$ cat src/sv/ssc_pkg.sv
// ----------------------------------------------------------------------------
// ssc_pkg
// Shared types and constants of the sync sequence correlator.
// ----------------------------------------------------------------------------
`default_nettype none

package ssc_pkg;

  // request codes of an input item
  localparam logic [1:0] REQ_SAMPLE  = 2'd0;
  localparam logic [1:0] REQ_LOAD    = 2'd1;
  localparam logic [1:0] REQ_RESTART = 2'd2;
  // unused code, answered with status only
  localparam logic [1:0] REQ_SPARE   = 2'd3;

  localparam int MAX_TAPS_DEF    = 64;
  localparam int SAMPLE_BITS_DEF = 16;
  localparam int COUNT_BITS_DEF  = 20;

  localparam int FIELD_W   = 16;
  localparam int INDEX_W   = 6;
  localparam int LEVEL_W   = 38;
  localparam int CORR_W    = 40;
  localparam int ENERGY_W  = 38;
  localparam int SIDX_W    = 20;
  localparam int WLEN_W    = 7;

  // shared shift-add multiplier
  localparam int PROD_W = 128;
  localparam int MULB_W = 48;

  // threshold 0.7^2 = 49/100
  localparam int THR_L = 100;
  localparam int THR_R = 49;

  // configuration map (64-bit data, 8-byte stride)
  localparam int PADDR_W = 5;
  localparam int PDATA_W = 64;
  localparam logic [1:0] REG_WINDOW_LEN = 2'd0;
  localparam logic [1:0] REG_REVERSE    = 2'd1;
  localparam logic [1:0] REG_LEVEL      = 2'd2;

  typedef struct packed {
    logic [1:0]         kind;
    logic [FIELD_W-1:0] sre;
    logic [FIELD_W-1:0] sim;
    logic [INDEX_W-1:0] cidx;
    logic [FIELD_W-1:0] cre;
    logic [FIELD_W-1:0] cim;
  } cmd_t;

  typedef struct packed {
    logic                detected;
    logic                found;
    logic [SIDX_W-1:0]   sample_index;
    logic [CORR_W-1:0]   corr_re;
    logic [CORR_W-1:0]   corr_im;
    logic [ENERGY_W-1:0] energy;
  } result_t;

endpackage

`default_nettype wire

$ cat src/sv/ssc_front.sv
// ----------------------------------------------------------------------------
// ssc_front
// Accepts input items, packs them into commands and queues two of them.
// ----------------------------------------------------------------------------
`default_nettype none

module ssc_front (
  input  wire logic                          clk,
  input  wire logic                          rst,
  input  wire logic                          in_valid,
  output logic                               in_ready,
  input  wire logic [1:0]                    req_type,
  input  wire logic [ssc_pkg::FIELD_W-1:0]   sample_re,
  input  wire logic [ssc_pkg::FIELD_W-1:0]   sample_im,
  input  wire logic [ssc_pkg::INDEX_W-1:0]   coef_index,
  input  wire logic [ssc_pkg::FIELD_W-1:0]   coef_re,
  input  wire logic [ssc_pkg::FIELD_W-1:0]   coef_im,
  output ssc_pkg::cmd_t                      cmd,
  output logic                               cmd_valid,
  input  wire logic                          cmd_ready
);

  ssc_pkg::cmd_t q [2];
  logic          wr_ptr;
  logic          rd_ptr;
  logic [1:0]    cnt;
  logic          push;
  logic          pop;

  assign in_ready  = (cnt != 2'd2);
  assign cmd_valid = (cnt != 2'd0);
  assign cmd       = q[rd_ptr];
  assign push      = in_valid && in_ready;
  assign pop       = cmd_valid && cmd_ready;

  always_ff @(posedge clk) begin
    if (push) begin
      q[wr_ptr] <= '{kind: req_type, sre: sample_re, sim: sample_im,
                     cidx: coef_index, cre: coef_re, cim: coef_im};
    end
  end

  always_ff @(posedge clk) begin
    if (rst) begin
      wr_ptr <= 1'b0;
      rd_ptr <= 1'b0;
      cnt    <= 2'd0;
    end else begin
      if (push) wr_ptr <= ~wr_ptr;
      if (pop)  rd_ptr <= ~rd_ptr;
      if (push && !pop)      cnt <= cnt + 2'd1;
      else if (pop && !push) cnt <= cnt - 2'd1;
    end
  end

endmodule

`default_nettype wire

$ cat config.mk
export PLATFORM = sky130hd
export DESIGN_NAME = ssc_front
export DESIGN_NICKNAME = d
export VERILOG_FILES = /design/src/sv/ssc_pkg.sv /design/src/sv/ssc_front.sv
export SDC_FILE = /design/constraint.sdc
export NUM_CORES = 1
export LEC_CHECK = 0
export BUFFER_PORTS_ARGS = -buffer_cell sky130_fd_sc_hd__buf_4
export CAP_MARGIN = 25
export CORE_MARGIN = 3
export CORE_UTILIZATION = 40
export DETAILED_ROUTE_END_ITERATION = 7
export PLACE_DENSITY = 0.62
export SYNTH_ARGS = -nofsm -noshare
export SYNTH_HDL_FRONTEND = slang
export SYNTH_SLANG_ARGS = --single-unit
$ cat constraint.sdc
create_clock -name clk -period 4.2 [get_ports clk]
set_input_delay 1.05 -clock clk [delete_from_list [all_inputs] [get_ports clk]]
set_output_delay 1.05 -clock clk [all_outputs]
set_load 0.05 [all_outputs]
==> flow_metrics.env <==
export IMPL_hp_class="flip-flop to flip-flop"
export IMPL_dieArea_sq_um=15000
export IMPL_start_util_pct=41.8
export IMPL_cts_setup_buffers=0
export IMPL_cts_resized=0
export IMPL_drive_gt1_share_pct=58.8
export IMPL_die_y_um=122
export IMPL_layout_area_overhead_vs_synth_pct=33.7
export IMPL_place_inst=562
export IMPL_ant_nets=0
export IMPL_end_kind="output pin"
export IMPL_peakVddDrop_v=0.000473
export IMPL_hold_viol=0
export IMPL_cp_required_ps=3150
export IMPL_pre_cts_ws_ps=1440
export IMPL_yosys_area_top_type_share_pct=80.0
export IMPL_drv_slew=0
export IMPL_power_leakage_nw=2.67
export IMPL_grt_antenna_before_repair=0
export IMPL_ys_warn_count=0
export IMPL_wire_per_inst_um=16.7
export IMPL_grt_ovfl_total=0
export IMPL_cap_violations=0
export IMPL_cts_max_path_buffers=2
export IMPL_start_kind="flip-flop"
export IMPL_fin_skew_ps=14.6
export IMPL_final_util_pct=55.9
export IMPL_synth_top_area_cell="edfxtp_1"
export IMPL_dr_pass1_iters=4
export IMPL_hold_buffers=0
export IMPL_first_iter_violations=143
export IMPL_root_buffer="clkbuf_16"
export IMPL_rows=41
export IMPL_tightest_slew_ps=1000
export IMPL_vias_per_cell=4.68
export IMPL_htreeDepth=4
export IMPL_diodes=0
export IMPL_fmax_mhz=319
export IMPL_routed_wl_um=9930
export IMPL_synth_sequential_area_ratio_pct=81.8
export IMPL_timing_final_ws_setup_ps=1060
export IMPL_power_w=0.00498
export IMPL_numPortBuffers=149
export IMPL_drcViolationCount=0
export IMPL_cp_arrival_ps=2090
export IMPL_grt_pass1_wl_um=15000
export IMPL_cts_made_buffers=17
export IMPL_max_slew_margin_pct=33.0
export IMPL_die_w_um=122
export IMPL_status="finished clean"
export IMPL_final_cell_count_no_fill=594
export IMPL_grt_usage_pct=13.7
export IMPL_synth_cell_types=18
export IMPL_coreArea_sq_um=12900
export IMPL_ioPinCount=150
export IMPL_cts_sinks=149
export IMPL_gp_congestion=0.675
export IMPL_nNetsFinal=487
export IMPL_final_cell_mix="149 x buf_4, 144 x edfxtp_1, 72 x mux2_2"
export IMPL_synth_nets=325
export IMPL_period_minus_slack_ps=3140
export IMPL_post_route_period_util_pct=74.7
export IMPL_cts_tree="built"
export IMPL_grt_pass1_vias=3052
export IMPL_dp_hpwl_um=6280
export IMPL_syn_inst=248
export IMPL_ys_top_cells_by_area="edfxtp_1 80%, mux2_2 15%, dfxtp_1 1.9%, buf_4 0.56%, xor2_1 0.49%"
export IMPL_grt_max_degree=73
export IMPL_clk_pin_slew_ps=50
export IMPL_syn_area_sq_um=5410
export IMPL_cp_max_fo=72
export IMPL_mostFrequentLayoutCell="buf_4"
export IMPL_worstSetupPathType="flip-flop to output pin"
export IMPL_multi_input_area_sq_um=935
export IMPL_rsz0062_at_grt="false"
export IMPL_synth_area_per_cell_sq_um=21.8
export IMPL_fillers=1090
export IMPL_ys_ff_latch=149
export IMPL_finalSetupViolCount=0
export IMPL_fin_tns_setup_ps=0
export IMPL_power_density_nw_per_um2=689
export IMPL_clock_latency_ps=420
export IMPL_seq_area_sq_um=4430
export IMPL_routed_via_count=2778
[power by group]
group	internal [W]	total, W	switching, W
sequential	0.00186	0.00200	0.000141
clock	0.000746	0.00126	0.000516
combinational	0.000599	0.00172	0.00112
total	0.00321	0.00498	0.00177
[metrics by stage]
| stage | hold slack (ps) | cell area [sq um] |
|---|---|---|
| final | 497 | 7230 |
| after global routing | 559 | 7230 |
| after CTS | 509 | 7210 |
| after detailed placement | 491 | 6720 |
| after global placement | 485 | 6720 |
| after floorplan | 471 | 5410 |
[kinds of logic (layout without fill, tap and decap cells)]
group | count (synthesis) | in the layout | share of synthesized area (%)
mux | 72 | 72 | 15.0
compound gates | 5 | 5 | 0.555
buf+inv | 9 | 183 | 0.995
fa+ha+maj | 1 | 1 | 0.231
flops | 149 | 149 | 81.8
xor+xnor | 3 | 3 | 0.486
simple gates | 9 | 9 | 0.926
[worst paths after layout]
kind	slack, ps	cells past startpoint	end	from
worst min-delay path	500	2	flip-flop	rd_ptr
worst min register to register	500	2	flip-flop	rd_ptr
worst max register to register	2150	4	q[0][47]	cnt[0]
worst max-delay path	1060	2	cmd[34]	flip-flop
[cell type report]
type / count / share of cell area [%]
Clock buffer: 26 / 6.35
Clock inverter: 5 / 0.398
Inverter: 1 / 0.0692
Multi-Input combinational cell: 90 / 12.9
Sequential cell: 149 / 61.2
Tap cell: 172 / 2.98
Timing Repair Buffer: 151 / 16.0
[cell usage after synthesis (all sizes together)]
library cell,number
edfxtp,144
mux2,72
buf,8
dfxtp,5
nor2,3
xor2,3
a21oi,2
o21ai,2
a21bo,1
and2,1
and3,1
ha,1
inv,1
nand2b,1
nand3b,1
or2,1
or3,1
[per-layer routing]
layer / part of all wire (%) / routed length (um) / GRT usage, % / vias up
met5: 0 / 0 / 0 / -
met4: 1.3 / 132 / 6.02 / 0
met3: 7.8 / 774 / 6.27 / 13
met2: 50 / 4930 / 22.4 / 104
met1: 41 / 4090 / 15.5 / 1356
li1: - / - / - / 1305
[worst max-delay path, cell delays in order, from the launching register on]
cell     delay, ps
dfxtp_4       1020
mux2_2         440
buf_4          200
[flip-flops by register name, summed over array words and instances (netlist names), named ones only]
signal  cells
cnt         2
q         144
rd_ptr      1
wr_ptr      1
Note: power is estimated with default switching activity, not from simulation.
